### config.mk
export PLATFORM = sky130hd
export DESIGN_NAME = bba_ctrl
export DESIGN_NICKNAME = d
export VERILOG_FILES = /design/src/rtl/bba_pkg.sv /design/src/rtl/bba_ctrl.sv
export SDC_FILE = /design/constraint.sdc
export NUM_CORES = 1
export LEC_CHECK = 0
export BUFFER_PORTS_ARGS = -buffer_cell sky130_fd_sc_hd__buf_2
export CELL_PAD_IN_SITES_DETAIL_PLACEMENT = 0
export CELL_PAD_IN_SITES_GLOBAL_PLACEMENT = 1
export CORE_AREA = 2 2 39 41
export DETAILED_ROUTE_END_ITERATION = 10
export DIE_AREA = 0 0 41 43
export GPL_ROUTABILITY_DRIVEN = 0
export PLACE_DENSITY = 0.71
export SYNTH_ARGS = -nofsm -noshare
export SYNTH_HDL_FRONTEND = slang
export SYNTH_SLANG_ARGS = --single-unit
### constraint.sdc
create_clock -name clk -period 3.2 [get_ports clk]
set_clock_uncertainty 0.2 [all_clocks]
set_input_delay 0.16 -clock clk [delete_from_list [all_inputs] [get_ports clk]]
set_output_delay 0.16 -clock clk [all_outputs]
set_load 0.02 [all_outputs]
### src/rtl/bba_pkg.sv
// Shared types and constants for the buddy block allocator.
`default_nettype none

package bba_pkg;

  localparam int NUM_LEVELS_DEF = 10;
  localparam int MEM_BYTES_DEF  = 1024;
  localparam int LIST_DEPTH_DEF = 512;

  // Fixed widths of the request and result words.
  localparam int REQ_W = 11;
  localparam int OUT_W = 10;

  typedef enum logic [3:0] {
    S_IDLE,
    S_SEARCH,
    S_RD_FIRST,
    S_RD_LAST,
    S_TAKE_WR,
    S_APP_LO,
    S_APP_HI,
    S_GRANT,
    S_REFUSE
  } state_t;

  typedef enum logic [3:0] {
    DP_NOP,
    DP_LOAD,
    DP_SEARCH,
    DP_RD_FIRST,
    DP_RD_LAST,
    DP_TAKE_WR,
    DP_APP_LO,
    DP_APP_HI,
    DP_GRANT,
    DP_REFUSE
  } dp_op_t;

  typedef struct packed {
    logic found;      // a non-empty list of sufficient size exists
    logic at_target;  // current level equals the requested level
  } dp_status_t;

endpackage

`default_nettype wire

### src/rtl/bba_ctrl.sv
// Control state machine that sequences the allocator datapath.
`default_nettype none

module bba_ctrl (
  input  wire logic                clk,
  input  wire logic                rst_n,
  input  wire logic                in_valid,
  output logic                     in_stall,
  output logic                     out_valid,
  input  wire logic                out_stall,
  output bba_pkg::dp_op_t          op,
  input  wire bba_pkg::dp_status_t status
);

  bba_pkg::state_t state_r, state_nxt;
  logic            out_valid_r, out_valid_nxt;
  logic            out_free;

  assign out_free  = !out_valid_r || !out_stall;
  assign out_valid = out_valid_r;

  always_ff @(posedge clk) begin
    if (!rst_n) begin
      state_r     <= bba_pkg::S_IDLE;
      out_valid_r <= 1'b0;
    end else begin
      state_r     <= state_nxt;
      out_valid_r <= out_valid_nxt;
    end
  end

  always_comb begin
    state_nxt = state_r;
    unique case (state_r)
      bba_pkg::S_IDLE:     if (in_valid) state_nxt = bba_pkg::S_SEARCH;
      bba_pkg::S_SEARCH: begin
        state_nxt = status.found ? bba_pkg::S_RD_FIRST : bba_pkg::S_REFUSE;
      end
      bba_pkg::S_RD_FIRST: state_nxt = bba_pkg::S_RD_LAST;
      bba_pkg::S_RD_LAST:  state_nxt = bba_pkg::S_TAKE_WR;
      bba_pkg::S_TAKE_WR: begin
        state_nxt = status.at_target ? bba_pkg::S_GRANT : bba_pkg::S_APP_LO;
      end
      bba_pkg::S_APP_LO:   state_nxt = bba_pkg::S_APP_HI;
      bba_pkg::S_APP_HI:   state_nxt = bba_pkg::S_RD_FIRST;
      bba_pkg::S_GRANT:    if (out_free) state_nxt = bba_pkg::S_IDLE;
      bba_pkg::S_REFUSE:   if (out_free) state_nxt = bba_pkg::S_IDLE;
      default:             state_nxt = bba_pkg::S_IDLE;
    endcase
  end

  always_comb begin
    op            = bba_pkg::DP_NOP;
    in_stall      = 1'b1;
    out_valid_nxt = out_valid_r && out_stall;
    unique case (state_r)
      bba_pkg::S_IDLE: begin
        in_stall = 1'b0;
        if (in_valid) op = bba_pkg::DP_LOAD;
      end
      bba_pkg::S_SEARCH:   op = bba_pkg::DP_SEARCH;
      bba_pkg::S_RD_FIRST: op = bba_pkg::DP_RD_FIRST;
      bba_pkg::S_RD_LAST:  op = bba_pkg::DP_RD_LAST;
      bba_pkg::S_TAKE_WR:  op = bba_pkg::DP_TAKE_WR;
      bba_pkg::S_APP_LO:   op = bba_pkg::DP_APP_LO;
      bba_pkg::S_APP_HI:   op = bba_pkg::DP_APP_HI;
      bba_pkg::S_GRANT: begin
        if (out_free) begin
          op            = bba_pkg::DP_GRANT;
          out_valid_nxt = 1'b1;
        end
      end
      bba_pkg::S_REFUSE: begin
        if (out_free) begin
          op            = bba_pkg::DP_REFUSE;
          out_valid_nxt = 1'b1;
        end
      end
      default: op = bba_pkg::DP_NOP;
    endcase
  end

endmodule

`default_nettype wire

Word level (Yosys, flattened, before mapping)
Index checks and enable logic that the tools add are counted.

word-level totals
  bits in registers = 5
  word-level logic and storage cells = 31
  input bits = 6
  output and inout bits = 6

operators by class
  equal/unequal tests = 10
  muxes and demuxes = 12
  reduce and logical (&&, ||, !) cells = 7

operators with widths
  kind                                                                   count
  4-bit one-hot mux with 9 select lines                                  1
  4-bit one-hot mux with 8 select lines                                  1
  4-bit two-way mux                                                      5
  4-bit by 3-bit equality test with 1-bit output, second input constant  4
  4-bit by 2-bit equality test with 1-bit output, second input constant  2
  4-bit by 1-bit equality test with 1-bit output, second input constant  1
  4-bit equality test, second input constant                             1
  4-bit logical NOT                                                      1
  1-bit two-way mux                                                      4
  1-bit logical NOT                                                      2
  2-bit two-way mux                                                      1
  2-bit by 1-bit != test with 1-bit output, second input constant        1
  2-bit != test, second input constant                                   1
  2-bit AND reduction                                                    1
  2-bit OR reduction                                                     1
  1-bit logical AND                                                      1
  1-bit logical OR                                                       1

Logic depth before layout (Yosys ltp)
Gate-level depths: netlist (run 1).

  depth after elaboration = 4
  depth in mapped cells = 4
  mapped depth without buffers = 3

Worst setup path after synthesis (run 1)
Ideal clock, no wire load.

  path type = reg2out
  start = register state_r[3]
  end = output op[3]
  path slack = 1.574 ns
  required time = 2.840 ns
  stages on the path, launching flop included = 5
  path buffers = 1
  data arrival time = 1.266 ns
  cells stage by stage = dfxtp_1 buf_4 or4b_1 o31a_2 nor2_1

on the way
  longest elaborated chain between the ends = 2
  elaborated cells between the ends (all ways) = 10
  those cells by class = eq/ne: 8; mux: 1; reduce/logical: 1

ends and longest elaborated chain
  what                                               line            text
  start, declared                                    bba_ctrl.sv:15  bba_pkg::state_t state_r, state_nxt;
  start signal, assigned                             bba_ctrl.sv:24  state_r <= bba_pkg::S_IDLE;
  start signal, assigned                             bba_ctrl.sv:27  state_r <= state_nxt;
  4-bit equality test, or another cell as far along  bba_ctrl.sv:56  unique case (state_r)
  4-bit one-hot mux with 9 select lines *            bba_ctrl.sv:56
  end, declared                                      bba_ctrl.sv:11  output bba_pkg::dp_op_t op,

Mark *: on every way between the ends. The rest lies on a longest branch, timed or not.

Worst setup path after layout (run 1)
  start = register state_r[0]
  end = output op[3]

Same word-level chain as after synthesis.

==> parameters.txt, run 1 <==
Parameter                              Value

Timing
  Final number of setup-violating endpoints ... 0
  Setup repair after global routing missed its margin ... no
  Final period util ... 0.613
  Fmax ... slightly above 500 MHz
  Tightest hold margin ... ~0.018 ns
  Final min period ... roughly 2.0 ns
  Fin. Hold Viols ... 0
  Actual slew at the worst max-slew pin ... 0.417 ns
  Relative slew margins ... 0.722
  Final total negative setup slack ... 0 ns
  Final number of max-transition violations ... 0

Clock network
  Clock tree from TritonCTS ... yes
  # H-tree levels ... 1
  Number of buffers created by CTS ... 3
  Source-to-sink clock delay at the later pin of the worst-skew pair ... around 0.25 ns
  Clock transition at the register clock pins on the worst setup and hold paths after CTS ... 0.05 ns
  Clock tree root driver cell ... sky130_fd_sc_hd__clkbuf_4
  Post-CTS setup repair buffer count ... 0
  Max Buffers Root-to-Sink ... 2
  Sinks on Clock Net ... 5

Finish
  Number of filler cells placed in the layout ... ~150
  Post-synthesis to final-layout area growth ... 28.7%
  Net total in the final layout ... between 60 and 70
  Footprint of the multi-input gates ... 205 um^2
  Fraction of the core area covered by cells at the end of the flow ... 0.304
  Fraction of layout cells with a size suffix above 1 ... 0.286
  Finished Cell Area ... around 420 um^2
  Diodes inserted ... 0
  Flip-flop and latch area ... 100 um^2

Synth
  Post-synthesis instance area ... between 300 and 400 um^2
  Net count after synthesis ... between 40 and 50
  Count of yosys warnings during synthesis ... 0
  Average instance area after synthesis ... around 7.6 um^2
  Synthesis-stage register bit count ... 5
  Synthesized instance count ... 43
  Distinct cells, synth ... 25
  Sequential-to-total area share from yosys stat ... 0.307

Routing
  Vias per std cell ... just under 5
  DRT antenna net count ... 0
  Post-DR wirelength/cell ... about 11 um
  Count of TritonRoute iterations in the first routing pass ... 2
  Detailed router's first-iteration violation count ... 7
  Vias ... between 300 and 400
  Aggregate routed wire length ... ~800 um
  Post-detailed-route DRC marker count ... 0

GRT
  Total global routing overflow ... 0
  Gr usage total ... 0.114
  Pin count of the biggest net entering global routing ... 15
  Via count of the first global-routing pass ... approximately 320
  Wire length of the first global-routing pass ... 1.29 mm
  Antenna violations before repair ... 0

Floorplan
  Y dimension of the die ... 43 um
  Standard-cell row count ... 14
  Area of the core ... roughly 1400 um^2
  I/O pin cnt ... 12
  Die boundary width ... around 41 um
  DIE AREA ... ~1800 um^2
  Starting utilization of the core area ... 0.236

Critical path
  R2r startpoint ... state_r[0]$_SDFFE_PN0P_
  Register-to-register path setup slack ... roughly 1.7 ns
  Worst path slowest cell ... sky130_fd_sc_hd__or4b_1
  Worst-path maximum fanout ... 14
  Buffer and inverter count on the worst path ... 1
  Cells traversed along the worst timing path ... or4b_1, o31a_2, nor2_1, buf_2
  Worst Setup SP ... state_r[0]$_SDFFE_PN0P_
  Crit-path max cell delay ... between 0.5 and 0.6 ns
  Crit. End Element ... primary output
  Category of the most critical setup path ... flip-flop to primary output
  Data arrival time of the critical path ... around 1.6 ns
  Required time of the critical path ... approximately 2.8 ns
  RR Endpoint ... out_valid$_SDFF_PN0_
  Critical path startpoint category ... flip-flop
  Reg2reg path depth ... 3
  Kind of cell with the highest combined delay on the critical path ... simple AND/OR/NAND/NOR gates

Power
  Net Switching ... between 90 and 100 uW
  Clock power frac ... 0.325
  Final Total Pwr ... 240 uW
  Total internal power ... approximately 150 uW
  Part of the power in registers ... 0.355
  Logic pwr share ... 0.320
  Switch share ... 0.377
  Worst-case vdd ir drop ... about 0.22 mV
  Leakage Power ... ~0.18 nW
  Areal power density over the cells ... 572 nW/um^2

Worst hold path
  Hold crit path type ... input port to flip-flop
  Beginning of the worst hold path ... status[1]
  Hold worst-path end ... state_r[1]$_SDFFE_PN0P_
  Hold path depth ... 3

Run
  Max_cap viols ... 0

Outcome
  Run status ... complete, no violations

Place
  Placed wire-length estimate ... about 600 um
  Post-placement cell area ... 384 um^2
  IO Port Bufs ... 11
==> cells in the mapped netlist, drive strengths merged <==
cell type,number,area share
a211oi,1,0.023
a21boi,1,0.034
dfxtp,5,0.31
nor3,1,0.015
o21bai,1,0.023
nand2b,4,0.077
o221ai,1,0.027
inv,1,0.011
or4b,1,0.031
o22ai,1,0.019
buf,3,0.054
nand3,3,0.046
nand3b,1,0.023
and3,1,0.019
xnor2,1,0.027
a31oi,1,0.019
o21ai,1,0.015
nor2,6,0.069
nand2,3,0.034
a21oi,2,0.031
or2,1,0.019
a221oi,1,0.027
and2,1,0.019
o31a,1,0.031
==> cell families (layout without fill, tap and decap cells) <==
logic type | after synthesis | in the layout | share of synthesized area
compound gates | 11 | 11 | 0.249
xor+xnor | 1 | 1 | 0.0268
buf+inv | 4 | 17 | 0.0651
flops | 5 | 5 | 0.307
simple gates | 22 | 22 | 0.352
==> per-stage QoR <==
step / std cells / worst slack (ns)
after CTS: 72 / 1.23
after global placement: 67 / 1.53
after floorplan: 43 / 1.57
after detailed placement: 67 / 1.51
final: 72 / 1.24
after global routing: 72 / 1.13
==> cell type report <==
class / instances / area share
multi-input combinational: 34 / 0.488
sequential: 5 / 0.238
timing repair buffer: 12 / 0.155
clock buffer: 4 / 0.0625
tap: 16 / 0.0476
inverter: 1 / 0.00893
==> repair_timing <==
action	in CTS	in global routing
hold buffers	1	0
hold endpoints to repair	2	0
setup endpoints to repair	0	0
gates resized for setup	0	0
==> power groups by stage <==
stage | combinational (mW) | sequential, mW | clock, mW
after global routing | 0.0849 | 0.0869 | 0.0834
after CTS | 0.0781 | 0.0847 | 0.0798
final | 0.0770 | 0.0852 | 0.0781
after global placement | 0.0768 | 0.0857 | 0
after detailed placement | 0.0769 | 0.0859 | 0
after floorplan | 0.0655 | 0.0753 | 0
==> worst register-to-register path: stages, from the launching register on <==
cell                       delay, ns
sky130_fd_sc_hd__dfxtp_1        0.43
sky130_fd_sc_hd__or4b_1         0.54
sky130_fd_sc_hd__o31a_2         0.14
sky130_fd_sc_hd__a21boi_2       0.13
==> how the worst max path moves through the flow <==
| stage | end | slack (ns) | cells after the start |
|---|---|---|---|
| floorplan | op[3] | 1.57 | 4 |
| detailed placement | op[3] | 1.51 | 4 |
| global placement | op[3] | 1.53 | 4 |
| global route | op[3] | 1.13 | 4 |
| CTS | op[3] | 1.23 | 4 |
| finish | op[3] | 1.24 | 4 |
==> per-layer routing <==
metal | up-vias | track usage | routed length (um)
met4 | 0 | 0.140 | 37
met5 | - | 0 | 0
met1 | 161 | 0.131 | 360
met2 | 9 | 0.153 | 367
met3 | 4 | 0.0157 | 26
li1 | 179 | - | -
==> placed cells by master (no fill, tap or decap), types with 2 or more instances in the layout <==
cell                       instances
sky130_fd_sc_hd__buf_2            11
sky130_fd_sc_hd__nor2_1            6
sky130_fd_sc_hd__dfxtp_1           5
sky130_fd_sc_hd__nand2b_1          4
sky130_fd_sc_hd__nand2_1           3
sky130_fd_sc_hd__nand3_1           3
sky130_fd_sc_hd__clkbuf_4          3
sky130_fd_sc_hd__a21oi_1           2
==> registers in the layout, summed over array words and instances (netlist names) <==
| name | flops |
|---|---|
| out_valid | 1 |
| state_r | 4 |
No activity file was read; power rests on OpenSTA's default activity.
==> inputs of run 2 (changes only) <==
--- a/config.mk
+++ b/config.mk
@@ -12,7 +12,7 @@
 export DETAILED_ROUTE_END_ITERATION = 10
 export DIE_AREA = 0 0 41 43
 export GPL_ROUTABILITY_DRIVEN = 0
-export PLACE_DENSITY = 0.71
+export PLACE_DENSITY = 0.73
 export SYNTH_ARGS = -nofsm -noshare
 export SYNTH_HDL_FRONTEND = slang
 export SYNTH_SLANG_ARGS = --single-unit
==> constraint.sdc (replaced) <==
create_clock -name clk -period 1.6 [get_ports clk]
set_clock_uncertainty 0.2 [all_clocks]
set_input_delay 0.08 -clock clk [delete_from_list [all_inputs] [get_ports clk]]
set_output_delay 0.08 -clock clk [all_outputs]
set_load 0.02 [all_outputs]
==> parameters.txt, run 2 (synthesis gave the netlist of run 1 again) <==
Parameter                              Value

Outcome
  Run status ... complete, but fails checks (was complete, no violations)
  Failing checks ... setup timing

Finish
  Finished Cell Area ... 533 um^2 (was 420 um^2)
  Fraction of the core area covered by cells at the end of the flow ... 0.385 (was 0.304)
  Diodes inserted ... 0 (unchanged)
  Most used cells in the layout excluding fill and tap cells ... 9 x sky130_fd_sc_hd__buf_2, 9 x sky130_fd_sc_hd__buf_4, 5 x sky130_fd_sc_hd__nor2_1 (was 11 x sky130_fd_sc_hd__buf_2, 6 x sky130_fd_sc_hd__nor2_1, 5 x sky130_fd_sc_hd__dfxtp_1)
  Net total in the final layout ... 74 (was 63)
  Post-synthesis to final-layout area growth ... 63.2% (was 28.7%)
  Fraction of layout cells with a size suffix above 1 ... 0.403 (was 0.286)
  Max FFs per register ... 4 (unchanged)
  Register with the most flip-flops ... state_r (unchanged)

Power
  Worst-case vdd ir drop ... 0.363 mV (was 0.216 mV)
  Leakage Power ... 0.236 nW (was 0.176 nW)
  Switch share ... 0.355 (was 0.377)
  Areal power density over the cells ... 1010 nW/um^2 (was 572 nW/um^2)
  Total internal power ... 349 uW (was 150 uW)
  Logic pwr share ... 0.449 (was 0.320)
  Net Switching ... 192 uW (was 90.5 uW)
  Clock power frac ... 0.277 (was 0.325)
  Part of the power in registers ... 0.275 (was 0.355)

Routing
  Post-DR wirelength/cell ... 10.9 um (was 11.0 um)
  Aggregate routed wire length ... 907 um (was 791 um)
  Count of TritonRoute iterations in the first routing pass ... 4 (was 2)
  Vias per std cell ... 4.67 (was 4.90)
  DRT antenna net count ... 0 (unchanged)
  Post-detailed-route DRC marker count ... 0 (unchanged)
  Detailed router's first-iteration violation count ... 11 (was 7)
  Vias ... 388 (was 353)

Critical path
  Crit. End Element ... primary output (unchanged)
  Cells traversed along the worst timing path ... or4b_1, o31a_2, nor2_1, buf_4 (was or4b_1, o31a_2, nor2_1, buf_2)
  Worst path slowest cell ... sky130_fd_sc_hd__or4b_1 (unchanged)
  Buffer and inverter count on the worst path ... 1 (unchanged)
  Critical path startpoint category ... flip-flop (unchanged)
  Data arrival time of the critical path ... 1.45 ns (was 1.60 ns)
  Worst-path maximum fanout ... 2 (was 14)
  Required time of the critical path ... 1.32 ns (was 2.84 ns)
  Kind of cell with the highest combined delay on the critical path ... simple AND/OR/NAND/NOR gates (unchanged)
  Crit-path max cell delay ... 0.52 ns (was 0.54 ns)
  Category of the most critical setup path ... flip-flop to primary output (unchanged)

Timing
  Final number of setup-violating endpoints ... 2 (was 0)
  Relative slew margins ... 0.859 (was 0.722)
  Actual slew at the worst max-slew pin ... 0.212 ns (was 0.417 ns)
  Final period util ... 1.08
  Final total negative setup slack ... -0.158 ns (was 0 ns)
  Final number of max-transition violations ... 0 (unchanged)
  Final min period ... approximately 1.7 ns
  Fmax ... around 580 MHz
  Post-route setup slack ... -0.132 ns (was 1.24 ns)
  Fin. Hold Viols ... 0 (unchanged)
  Setup repair after global routing missed its margin ... yes (was no)

GRT
  Gr usage total ... 0.122 (was 0.114)
  Total global routing overflow ... 0 (unchanged)
  Antenna violations before repair ... 0 (unchanged)
  Wire length of the first global-routing pass ... 1.42 mm (was 1.29 mm)
  Via count of the first global-routing pass ... 361 (was 321)
  Pin count of the biggest net entering global routing ... 14 (was 15)

Place
  Post-placement cell area ... 422 um^2 (was 384 um^2)
  Placed wire-length estimate ... 575 um (was 589 um)
  IO Port Bufs ... 11 (unchanged)

Floorplan
  Standard-cell row count ... 14 (unchanged)
  I/O pin cnt ... 12 (unchanged)
  Y dimension of the die ... 43 um (unchanged)
  Starting utilization of the core area ... 0.236 (unchanged)
  Die boundary width ... 41 um (unchanged)
  Area of the core ... 1380 um^2 (unchanged)
  DIE AREA ... 1760 um^2 (unchanged)

Clock network
  Max Buffers Root-to-Sink ... 2 (unchanged)
  Number of buffers created by CTS ... 3 (unchanged)
  Sinks on Clock Net ... 5 (unchanged)
  # H-tree levels ... 1 (unchanged)
  Source-to-sink clock delay at the later pin of the worst-skew pair ... 0.24 ns (was 0.25 ns)
  Clock transition at the register clock pins on the worst setup and hold paths after CTS ... 0.04 ns (was 0.05 ns)
  Clock tree from TritonCTS ... yes (unchanged)
  Clock tree root driver cell ... sky130_fd_sc_hd__clkbuf_4 (unchanged)

Run
  Max_cap viols ... 0 (unchanged)

Worst hold path
  Hold crit path type ... input port to flip-flop (unchanged)
## run 2: per-stage QoR
step	worst slack [ns]	std cells	hold slack (ns)	total power, mW
after global routing	-0.167	83	0.0660	0.571
after CTS	-0.143	83	0.0205	0.537
final	-0.132	83	0.0259	0.541
after global placement	0.113	72	0.142	0.354
after detailed placement	0.0794	72	0.141	0.352
after floorplan	0.0543	43	0.0259	0.282
## run 2: final cells by class
| class | count | area (um^2) |
|---|---|---|
| Multi-Input combinational cell | 34 | 218 |
| Fill cell | 143 | 851 |
| Inverter | 1 | 3.75 |
| Tap cell | 16 | 20.0 |
| Sequential cell | 5 | 101 |
| Clock buffer | 4 | 26.3 |
| Timing Repair Buffer | 23 | 164 |
## run 2: power by group through the flow
stage | sequential (mW) | clock [mW] | combinational (mW)
floorplan | 0.151 | 0 | 0.131
global placement | 0.151 | 0 | 0.204
detailed placement | 0.151 | 0 | 0.201
CTS | 0.147 | 0.151 | 0.238
global route | 0.150 | 0.157 | 0.263
finish | 0.149 | 0.150 | 0.243
## run 2: metal layers
metal / vias to the layer above / track usage / wire length [um]
met1: 174 / 0.155 / 416
li1: 201 / - / -
met2: 11 / 0.172 / 449
met3: 2 / 0.0157 / 28
met4: 0 / 0.100 / 13
met5: - / 0 / 0
## run 2: worst reg2reg max path, stage by stage, from the launching register on
cell and delay [ns]:
sky130_fd_sc_hd__dfxtp_2 0.31, sky130_fd_sc_hd__or4b_1 0.52, sky130_fd_sc_hd__o31a_2 0.14, sky130_fd_sc_hd__buf_4 0.14
sky130_fd_sc_hd__a21boi_2 0.11
## run 2: worst paths after layout
path | from | to | slack, ns | cells past startpoint
worst max-delay path | state_r[2]$_SDFFE_PN0P_ | op[3] | -0.13 | 4
worst min-delay path | status[0] | state_r[1]$_SDFFE_PN0P_ | 0.03 | 3
worst max register to register | state_r[2]$_SDFFE_PN0P_ | out_valid$_SDFF_PN0_ | 0.12 | 4
worst min register to register | out_valid$_SDFF_PN0_ | out_valid$_SDFF_PN0_ | 0.33 | 2
## run 2: timing repair
item / 4_1_cts / 5_1_grt
buffers inserted: 3 / 0
hold buffers: 4 / 0
endpoints found under the hold margin: 5 / 0
resized for setup: 6 / 1
endpoints found under the setup margin: 1 / 3
gates cloned: 0 / 0
pin swaps: 2 / 2
